[src/sbbc_pkg.sv]
package sbbc_pkg;

  // fifo geometry
  localparam int FIFO_DEPTH = 1024;
  localparam int PTR_W      = $clog2(FIFO_DEPTH);
  localparam int FILL_W     = $clog2(FIFO_DEPTH + 1);

  // field widths
  localparam int DATA_W     = 8;
  localparam int CNT_W      = 32;
  localparam int IDLE_W     = 16;
  localparam int IN_W       = 16;
  localparam int OUT_W      = 152;

  // configuration register map
  localparam int CFG_ADDR_W = 3;
  localparam logic [CFG_ADDR_W-1:0] ADDR_STROBE_POL    = 3'd0;
  localparam logic [CFG_ADDR_W-1:0] ADDR_IDLE_TIMEOUT  = 3'd4;
  localparam logic [IDLE_W-1:0]     IDLE_TIMEOUT_RESET = 16'd100;

  // one sampled item
  typedef struct packed {
    logic              clear_stats;
    logic              pop_request;
    logic              ms_tick;
    logic [DATA_W-1:0] data_in;
    logic              strobe_level;
  } item_t;

  // fifo status for the current item
  typedef struct packed {
    logic              pop_ok;
    logic              push_ok;
    logic [FILL_W-1:0] fill;
  } fifo_stat_t;

  // per-item status, everything except the popped byte
  typedef struct packed {
    logic              pop_valid;
    logic              burst_active;
    logic              burst_ended;
    logic [CNT_W-1:0]  burst_bytes;
    logic [CNT_W-1:0]  burst_total;
    logic [CNT_W-1:0]  bytes_total;
    logic [CNT_W-1:0]  overflow_total;
    logic [FILL_W-1:0] fifo_fill;
  } stat_t;

endpackage

[src/sbbc_ctrl.sv]
module sbbc_ctrl (
  input  logic                          clk,
  input  logic                          rst_n,
  input  logic                          accept,
  input  sbbc_pkg::item_t               item,
  input  logic                          strobe_active_high,
  input  logic [sbbc_pkg::IDLE_W-1:0]   idle_timeout,
  input  sbbc_pkg::fifo_stat_t          fstat,
  output logic                          edge_det,
  output sbbc_pkg::stat_t               stat
);

  logic                        strobe_prev_r;
  logic                        open_r, open_nxt, open_b;
  logic [sbbc_pkg::IDLE_W-1:0] idle_r, idle_nxt, idle_inc;
  logic [sbbc_pkg::CNT_W-1:0]  len_r, len_nxt;
  logic [sbbc_pkg::CNT_W-1:0]  bursts_r, bursts_nxt;
  logic [sbbc_pkg::CNT_W-1:0]  bytes_r, bytes_nxt;
  logic [sbbc_pkg::CNT_W-1:0]  drops_r, drops_nxt;
  logic                        ended;

  // active strobe edge against the previous sample
  assign edge_det = strobe_active_high ? (!strobe_prev_r && item.strobe_level)
                                       : (strobe_prev_r && !item.strobe_level);
  assign idle_inc = idle_r + 1'b1;

  // clear first, then edge and push, else idle timeout
  always_comb begin
    open_b     = item.clear_stats ? 1'b0 : open_r;
    open_nxt   = open_b;
    idle_nxt   = item.clear_stats ? '0 : idle_r;
    len_nxt    = item.clear_stats ? '0 : len_r;
    bursts_nxt = item.clear_stats ? '0 : bursts_r;
    bytes_nxt  = item.clear_stats ? '0 : bytes_r;
    drops_nxt  = item.clear_stats ? '0 : drops_r;
    ended      = 1'b0;
    if (edge_det) begin
      if (!open_b) begin
        open_nxt   = 1'b1;
        len_nxt    = '0;
        bursts_nxt = bursts_nxt + 1'b1;
      end
      idle_nxt = '0;
      if (fstat.push_ok) begin
        bytes_nxt = bytes_nxt + 1'b1;
        len_nxt   = len_nxt + 1'b1;
      end else begin
        drops_nxt = drops_nxt + 1'b1;
      end
    end else if (open_b && item.ms_tick) begin
      idle_nxt = idle_inc;
      // a zero timeout acts as one, and a wrapped count closes too
      if (idle_inc >= idle_timeout || idle_inc == '0) begin
        open_nxt = 1'b0;
        idle_nxt = '0;
        ended    = 1'b1;
      end
    end
  end

  assign stat.pop_valid      = fstat.pop_ok;
  assign stat.burst_active   = open_nxt;
  assign stat.burst_ended    = ended;
  assign stat.burst_bytes    = len_nxt;
  assign stat.burst_total    = bursts_nxt;
  assign stat.bytes_total    = bytes_nxt;
  assign stat.overflow_total = drops_nxt;
  assign stat.fifo_fill      = fstat.fill;

  // burst state and statistics
  always_ff @(posedge clk) begin
    if (!rst_n) begin
      strobe_prev_r <= 1'b0;
      open_r        <= 1'b0;
      idle_r        <= '0;
      len_r         <= '0;
      bursts_r      <= '0;
      bytes_r       <= '0;
      drops_r       <= '0;
    end else if (accept) begin
      strobe_prev_r <= item.strobe_level;
      open_r        <= open_nxt;
      idle_r        <= idle_nxt;
      len_r         <= len_nxt;
      bursts_r      <= bursts_nxt;
      bytes_r       <= bytes_nxt;
      drops_r       <= drops_nxt;
    end
  end

endmodule

[config.mk]
export PLATFORM = sky130hd
export DESIGN_NAME = sbbc_ctrl
export DESIGN_NICKNAME = d
export VERILOG_FILES = /design/src/sbbc_pkg.sv /design/src/sbbc_ctrl.sv
export SDC_FILE = /design/constraint.sdc
export NUM_CORES = 1
export LEC_CHECK = 0
export ABC_AREA = 0
export BUFFER_PORTS_ARGS = -buffer_cell sky130_fd_sc_hd__buf_2
export CELL_PAD_IN_SITES_DETAIL_PLACEMENT = 0
export CELL_PAD_IN_SITES_GLOBAL_PLACEMENT = 1
export CORE_MARGIN = 2
export CORE_UTILIZATION = 42
export CTS_CLUSTER_DIAMETER = 60
export CTS_CLUSTER_SIZE = 16
export DETAILED_ROUTE_END_ITERATION = 6
export GPL_TIMING_DRIVEN = 0
export PLACE_DENSITY_LB_ADDON = 0.3
export SYNTH_ARGS = -nofsm -noshare
export SYNTH_HDL_FRONTEND = slang
export SYNTH_SLANG_ARGS = --single-unit
[constraint.sdc]
create_clock -name clk -period 4.55 [get_ports clk]
set_clock_uncertainty 0.05 [all_clocks]
set_input_delay 0.6825 -clock clk [delete_from_list [all_inputs] [get_ports clk]]
set_output_delay 0.6825 -clock clk [all_outputs]
set_load 0.05 [all_outputs]
==> summary.txt, run 1 <==
Synth
  – Count leader, synth: nand2_1
  – FFs w/ async S/R, synth: 0%
  – Post-synthesis cell type count: 74
  – Area leader, netlist: dfxtp_1
  – Synthesized area per cell: 7.378 um2
  – Area share of the largest cell type after synthesis: 27.25%
  – Main synth FF type: dfxtp_1
  – Seq/Total Area, Yosys: 27.25%
  – Post-Synthesis Cell Area: 10730 um2
  – EDFF count, synth: 0
  – Syn_nets: 1521
  – Most frequent cells after synthesis: 170 x nand2_1, 146 x dfxtp_1, 143 x nor2_1
  – Mapped Cells: 1454
  – Number of synthesized register bits: 146
  – Synth area leaders: dfxtp_1 27%, xnor2_1 6.7%, nand2_1 5.9%
  – Synth warn: 0

GRT
  – GRT overflow: 0
  – Largest net degree at the start of global routing: 17
  – First-pass GRT wire length: 62530 um
  – Initial antenna violation count: 0
  – Total GRT Usage: 30.83%
  – Vias in the first global route: 10690

Cells and area
  – Diodes inserted: 0
  – Final net count: 1704
  – Final instance area: 12740 um2
  – Layout cells sized above 1: 17.58%
  – Non-filler cells, final: 1980
  – P&R area growth vs syn: 18.77%

Floorplanning
  – Cell Rows: 58
  – Die area: 26840 um2
  – Initial Utilization: 42.72%
  – IO Count: 188
  – Core area: 25110 um2
  – Chip Height: 163.8 um
  – Die Wd: 163.8 um

Setup path
  – CP endpoint kind: output pin
  – Worst R2R End: idle_r[2]
  – Reg2Reg Launch Point: idle_r[1]
  – Critical path class: in -> out
  – Cells on worst reg2reg path: 13
  – Critical Path Start Type: input port
  – Arr. time, crit path: 3.68 ns
  – Crit path launch: item[11]
  – Worst R2R Setup Slack: 0.78 ns
  – CP Data Required Time: 3.82 ns
  – CP max FO: 10

STA
  – Achievable Freq: 226.6 MHz
  – Minimum clock period: 4.412 ns
  – Fin crit share: 96.97%
  – Hold Slack: 0.4351 ns
  – Fin. max-slew vios: 0
  – Worst-Margin Slew: 1.219 ns
  – Hold Violations, Final: 0
  – Final setup viols: 0
  – Max-slew headroom: 18.14%

Clocking
  – H-Tree Depth: 4
  – Clock Tree Buf Depth: 2
  – Worst-skew pair later-pin latency: 0.44 ns
  – CTS tree: yes
  – CTS buffer count: 17
  – Worst-path clk slew: 0.06 ns
  – CTS root buf: clkbuf_16
  – Sink Count: 146

Job
  – Max-cap violations: 0

Drt
  – Via density: 5.975
  – Routed len/inst: 21.19 um
  – Total number of vias: 11830
  – Number of antenna-violating nets in the routed design: 0
  – DRT Pass-1 Iters: 6
  – DR iter-0 viols: 1241
  – # DRC: 0
  – Routed WL: 41970 um

Place
  – Cells after DPL: 1949
  – Number of port buffers: 165
  – HPWL after DPL: 30530 um
  – Routability cong.: 0.9172
  – DP Area: 11970 um2

Pwr
  – Pwr/cell area: 252.9 nW/um2
  – Pleak: 5.163 nW
  – Tot Pwr: 3.222 mW
  – Peak VDD IR: 0.0002433 V

Run status
  – Status: complete, no violations

Hold path
  – Hold Crit Class: reg -> reg
  – WHS Path Cells: 2
  – Hold Startpoint: len_r[9]
  – Hold EP: len_r[9]
## layout make-up
class | instances | area (um2)
Tap cell | 330 | 412.9
Multi-Input combinational cell | 1155 | 7284
Inverter | 44 | 165.2
Clock buffer | 19 | 452.9
Sequential cell | 146 | 2924
Clock inverter | 13 | 160.2
Fill cell | 2626 | 12370
Buffer | 103 | 470.5
Timing Repair Buffer | 170 | 870.8
## logic make-up (layout without fill, tap and decap cells)
| group | after synthesis | after routing | share of synthesized area, % |
|---|---|---|---|
| AOI/OAI and AO/OA | 326 | 326 | 20.07 |
| muxes | 19 | 19 | 1.796 |
| and+or+nand+nor | 670 | 670 | 32.69 |
| DFF | 146 | 146 | 27.25 |
| xor gates and xnor gates | 118 | 118 | 9.634 |
| buffers and inverters | 153 | 349 | 5.995 |
| adders and majority gates | 22 | 22 | 2.566 |
## per-stage QoR
step	utilization, %	setup TNS, ns	setup slack, ns
2_1_floorplan	-	0	0.08922
3_3_place_gp	47.68	-55.60	-1.334
3_5_place_dp	47.68	-59.69	-1.406
4_1_cts	50.57	0	0.01295
5_1_grt	50.74	-0.00001954	-0.00001954
6_report	50.74	0	0.1377
## power breakdown
part           internal, mW  switching, mW
registers              1.29         0.0151
logic                0.0963          0.311
clock network         0.890          0.618
total                  2.28          0.944
## worst max-delay path: stages
cell and delay, ns:
buf_2 0.17, buf_2 0.27, nor2b_4 0.19, clkbuf_4 0.26, and2_1 0.19, ha_1 0.23
nand2_1 0.22, nor4_4 0.33, and3_1 0.19, clkbuf_1 0.26, a31o_2 0.20, a22o_1 0.19
buf_2 0.29
## registers in the layout, summed over array words and instances (netlist names)
signal	cells
len_r	32
open_r	1
bytes_r	32
idle_r	16
bursts_r	32
drops_r	32
strobe_prev_r	1
## worst max-delay path by stage
| stage | endpoint | depth (start not counted) |
|---|---|---|
| after global routing | stat[123] | 13 |
| after detailed placement | stat[85] | 14 |
| after global placement | stat[85] | 14 |
| final | stat[123] | 13 |
| after floorplan | stat[105] | 11 |
| after CTS | stat[105] | 14 |
## metal layers
| metal | vias to the layer above | share of wire, % | track usage [%] |
|---|---|---|---|
| met4 | 0 | 3.5 | 11.40 |
| met3 | 92 | 8.8 | 4.899 |
| li1 | 5567 | - | - |
| met2 | 576 | 45 | 49.98 |
| met1 | 5595 | 43 | 41.30 |
| met5 | - | 0 | 0 |
## cell usage in the layout (no fill, tap or decap), types with 12 or more instances in the layout
master	netlist	layout
mux2i_1	17	17
buf_4	14	24
nor4_1	16	14
nand2_1	170	170
or3_1	20	20
and2_1	24	23
nor3_1	34	32
and4_1	21	20
nand4_1	47	47
o211a_1	12	12
o21ai_0	90	89
a21oi_1	78	78
dfxtp_1	146	145
clkbuf_16	0	17
ha_1	22	21
o31ai_1	15	14
buf_2	13	175
inv_1	44	44
nand3_1	64	64
xor2_1	36	36
clkbuf_1	71	62
nor2_1	143	142
and3_1	28	28
nor2b_1	44	43
a31oi_1	22	22
xnor2_1	82	80
## timing repair
item / CTS / global route
pin swaps: 2 / 1
setup buffers: 2 / 3
resized for setup: 27 / 11
gates cloned: 0 / 0
endpoints found under the hold margin: 0 / 0
endpoints found under the setup margin: 93 / 29
hold buffers: 0 / 0
Note: power is estimated with default switching activity, not from simulation.
==> inputs of run 2 (changes only) <==
--- a/config.mk
+++ b/config.mk
@@ -16,6 +16,7 @@
 export DETAILED_ROUTE_END_ITERATION = 6
 export GPL_TIMING_DRIVEN = 0
 export PLACE_DENSITY_LB_ADDON = 0.3
+export REMOVE_ABC_BUFFERS = 1
 export SYNTH_ARGS = -nofsm -noshare
 export SYNTH_HDL_FRONTEND = slang
 export SYNTH_SLANG_ARGS = --single-unit
==> summary.txt, run 2 (same netlist as run 1, synthesis figures left out) <==
Run status
  – Status: complete, no violations

Cells and area
  – Commonest non-fill, non-tap cell in the layout: nand2_1
  – P&R area growth vs syn: 13.89%
  – Filler instances: 2603
  – Multi-input logic area: 7232 um2
  – Layout cells sized above 1: 16.07%
  – Final instance area: 12220 um2
  – Commonest non-fill, non-tap cells in the layout: 170 x nand2_1, 151 x buf_2, 144 x dfxtp_1, 141 x nor2_1, 90 x o21ai_0
  – Layout Utilization: 48.66%
  – Seq. cell area: 2925 um2
  – Diodes inserted: 0
  – Final net count: 1593

Floorplanning
  – Core area: 25110 um2
  – Chip Height: 163.8 um
  – Die Wd: 163.8 um
  – Cell Rows: 58
  – Die area: 26840 um2
  – Initial Utilization: 42.72%
  – IO Count: 188

Place
  – Routability cong.: 0.8188
  – Placement-stage worst setup slack: -0.5539 ns
  – DP Area: 11570 um2
  – Number of port buffers: 154
  – HPWL after DPL: 21710 um

Clocking
  – CTS root buf: clkbuf_16
  – Worst-path clk slew: 0.07 ns
  – Sink Count: 146
  – Clock Tree Buf Depth: 2
  – H-Tree Depth: 4
  – CTS tree: yes
  – Worst-skew pair later-pin latency: 0.43 ns
  – Hold Buf Count CTS: 0
  – CTS buffer count: 17

STA
  – Minimum clock period: 4.374 ns
  – Fin crit share: 96.13%
  – Final setup viols: 0
  – Hold Violations, Final: 0
  – Post-layout worst setup margin: 0.1761 ns
  – Achievable Freq: 228.6 MHz
  – TNS Setup: 0 ns
  – Unrepaired setup endpoints after global routing: no
  – Worst-Margin Slew: 1.364 ns
  – Hold Slack: 0.4268 ns
  – Max-slew headroom: 8.738%
  – Fin. max-slew vios: 0

Drt
  – # DRC: 0
  – Number of antenna-violating nets in the routed design: 0
  – DR iter-0 viols: 668
  – Routed len/inst: 17.36 um
  – Routed WL: 32410 um
  – DRT Pass-1 Iters: 5
  – Via density: 5.762
  – Total number of vias: 10758

Setup path
  – Cells on worst reg2reg path: 11
  – Critical Path Start Type: input port
  – CP endpoint kind: output pin
  – Arr. time, crit path: 3.64 ns
  – Critical path class: in -> out
  – CP max FO: 60
  – CP Data Required Time: 3.82 ns

Pwr
  – Peak VDD IR: 0.0002132 V
  – Pleak: 4.894 nW
  – Pwr/cell area: 247.1 nW/um2

Hold path
  – WHS Path Cells: 2
  – Hold Crit Class: reg -> reg

GRT
  – Largest net degree at the start of global routing: 84
  – GRT overflow: 0
  – Total GRT Usage: 24.05%
  – Initial antenna violation count: 0
  – First-pass GRT wire length: 51960 um
  – Vias in the first global route: 9881

Job
  – Max-cap violations: 0
[run 2: repair_timing]
item	4_1_cts	5_1_grt
setup endpoints to repair	25	29
buffers inserted	0	3
pin swaps	0	1
resized for setup	6	9
[run 2: through the flow]
stage,instances,total power [mW]
6_report,1867,3.019
3_3_place_gp,1829,1.631
5_1_grt,1867,3.121
4_1_cts,1864,3.037
2_1_floorplan,1345,1.504
3_5_place_dp,1834,1.644
[run 2: path summary, 6_finish.rpt]
kind              from  slack [ns]        end
min          len_r[30]        0.43  len_r[30]
max reg2reg  idle_r[2]        0.61  idle_r[1]
max           item[11]        0.18  stat[127]
min reg2reg  len_r[30]        0.43  len_r[30]
[run 2: area by class of cell]
cell class | count | share of cell area [%]
Sequential cell | 146 | 23.94
Multi-Input combinational cell | 1155 | 59.19
Clock buffer | 20 | 3.656
Inverter | 44 | 1.393
Timing Repair Buffer | 162 | 7.517
Tap cell | 330 | 3.379
Clock inverter | 10 | 0.9217
[run 2: report_power, final]
group	internal (mW)	switching, mW
combinational	0.0818	0.226
clock	0.813	0.588
sequential	1.29	0.0183
[run 2: worst max-delay path: stages]
cell	delay, ns
buf_4	0.29
nor2b_4	0.48
and2_1	0.22
ha_1	0.21
nand2_1	0.19
nor4_2	0.39
nand2_1	0.20
nor3_1	0.31
nand3_1	0.13
a21oi_1	0.20
buf_2	0.29
[run 2: per-layer routing]
metal  vias to the layer above  GRT usage [%]  wire length (um)
li1                       5346              -                 -
met1                      5065          32.85             15020
met2                       311          38.90             14850
met3                        36          4.242              1933
met4                         0          6.818               609
met5                         -              0                 0
==> inputs of run 3 (changes only) <==
--- a/config.mk
+++ b/config.mk
@@ -15,8 +15,9 @@
 export CTS_CLUSTER_SIZE = 16
 export DETAILED_ROUTE_END_ITERATION = 6
 export GPL_TIMING_DRIVEN = 0
-export PLACE_DENSITY_LB_ADDON = 0.3
+export PLACE_DENSITY_LB_ADDON = 0.08
 export REMOVE_ABC_BUFFERS = 1
+export SLEW_MARGIN = 15
 export SYNTH_ARGS = -nofsm -noshare
 export SYNTH_HDL_FRONTEND = slang
 export SYNTH_SLANG_ARGS = --single-unit
==> summary.txt, run 3 (same netlist as run 1, synthesis figures left out) <==
Drt
  – Routed len/inst: 17.55 um
  – Via density: 5.707
  – # DRC: 0
  – Total number of vias: 10678
  – DR iter-0 viols: 717
  – Routed WL: 32840 um
  – Number of antenna-violating nets in the routed design: 0
  – DRT Pass-1 Iters: 5

Floorplanning
  – Initial Utilization: 42.72%
  – Chip Height: 163.8 um
  – Die area: 26840 um2
  – Core area: 25110 um2
  – Die Wd: 163.8 um
  – IO Count: 188
  – Cell Rows: 58

Clocking
  – CTS tree: yes
  – H-Tree Depth: 4
  – Sink Count: 146
  – Worst-skew pair later-pin latency: 0.43 ns
  – Hold Buf Count CTS: 0
  – CTS root buf: clkbuf_16
  – CTS buffer count: 17
  – Clock Tree Buf Depth: 2
  – Worst-path clk slew: 0.07 ns

GRT
  – Initial antenna violation count: 0
  – First-pass GRT wire length: 51840 um
  – Vias in the first global route: 9649
  – Largest net degree at the start of global routing: 94
  – GRT overflow: 0
  – Total GRT Usage: 24.10%

Cells and area
  – P&R area growth vs syn: 14.81%
  – Commonest non-fill, non-tap cell in the layout: nand2_1
  – Filler instances: 2629
  – Diodes inserted: 0
  – Layout Utilization: 49.05%
  – Commonest non-fill, non-tap cells in the layout: 170 x nand2_1, 150 x buf_2, 144 x dfxtp_1, 139 x nor2_1, 90 x o21ai_0
  – Final net count: 1595
  – Layout cells sized above 1: 16.55%

Pwr
  – Pleak: 4.959 nW
  – Pwr/cell area: 248.1 nW/um2
  – Peak VDD IR: 0.0002506 V
  – Tot Pwr: 3.055 mW

Job
  – Max-cap violations: 0

STA
  – Fin. max-slew vios: 0
  – Worst-Margin Slew: 1.168 ns
  – Max-slew headroom: 21.54%
  – Unrepaired setup endpoints after global routing: yes
  – Achievable Freq: 230.0 MHz
  – Final setup viols: 0
  – Fin crit share: 95.55%
  – Hold Violations, Final: 0
  – Minimum clock period: 4.347 ns
  – Hold Slack: 0.4279 ns

Setup path
  – Critical path class: reg -> out
  – CP endpoint kind: output pin
  – CP max FO: 7
  – CP Data Required Time: 3.82 ns
  – Arr. time, crit path: 3.61 ns
  – Critical Path Start Type: flip-flop

Hold path
  – Hold Crit Class: reg -> reg

Place
  – Number of port buffers: 154
  – Routability cong.: 0.8078
  – HPWL after DPL: 22030 um

Run status
  – Status: complete, no violations
run 3: cell count changes in the layout (fill, tap and decap cells not counted), moves of 2 or more:
cell / before / now
buf_16: 3 / 5
buf_6: 0 / 2
clkinv_4: 0 / 2
nor2_1: 141 / 139
nor2_4: 0 / 2
run 3: path summary, 6_finish.rpt:
kind | slack [ns] | cells after the start | start | to
hold reg to reg | 0.43 | 2 | len_r[30] | len_r[30]
hold / removal | 0.43 | 2 | len_r[30] | len_r[30]
setup reg to reg | 0.47 | 11 | idle_r[3] | idle_r[0]
setup / recovery | 0.20 | 12 | idle_r[3] | stat[140]
run 3: where the power goes:
part | leakage (nW) | internal [mW] | switching (mW)
clock network | 0.275 | 0.822 | 0.607
registers | 1.18 | 1.29 | 0.0184
logic | 3.50 | 0.0861 | 0.230
total | 4.96 | 2.20 | 0.855
run 3: cell type report:
type | instances | area [um2] | share of cell area (%)
Clock buffer | 19 | 442.9 | 3.596
Clock inverter | 13 | 136.4 | 1.107
Inverter | 44 | 170.2 | 1.382
Multi-Input combinational cell | 1155 | 7266 | 58.99
Sequential cell | 146 | 2925 | 23.75
Tap cell | 330 | 412.9 | 3.352
Timing Repair Buffer | 164 | 963.4 | 7.822
run 3: timing repair:
action	in CTS	in global routing
resized for setup	5	10
setup endpoints to repair	15	22
buffers inserted	0	3
run 3: metal layers:
| metal | share of wire (%) | GRT usage [%] | up-vias | wire length, um |
|---|---|---|---|---|
| li1 | - | - | 5347 | - |
| met1 | 47 | 33.04 | 5026 | 15360 |
| met2 | 46 | 39.08 | 281 | 15240 |
| met3 | 5.8 | 5.253 | 24 | 1900 |
| met4 | 1.0 | 4.745 | 0 | 337 |
| met5 | 0 | 0 | - | 0 |
run 3: per-stage QoR:
| stage | setup WS [ns] | instance area (um2) | std cells | setup TNS [ns] |
|---|---|---|---|---|
| 3_5_place_dp | -0.2038 | 11640 | 1836 | -0.9788 |
| 4_1_cts | 0.04057 | 12250 | 1868 | 0 |
| 6_report | 0.2026 | 12320 | 1871 | 0 |
| 2_1_floorplan | 0.1724 | 10250 | 1345 | 0 |
| 3_3_place_gp | -3.243 | 11430 | 1829 | -318.09 |
| 5_1_grt | -0.006259 | 12320 | 1871 | -0.006259 |
run 3: critical path: stages, from the launching register on:
cell and delay (ns):
dfxtp_1 0.50, and4_1 0.43, nand2_1 0.13, and2_1 0.19
or2_2 0.31, ha_1 0.29, and4_1 0.19, o211a_1 0.12
a311o_1 0.28, a21oi_1 0.12, o21ai_1 0.13, a31oi_1 0.22
clkbuf_4 0.26
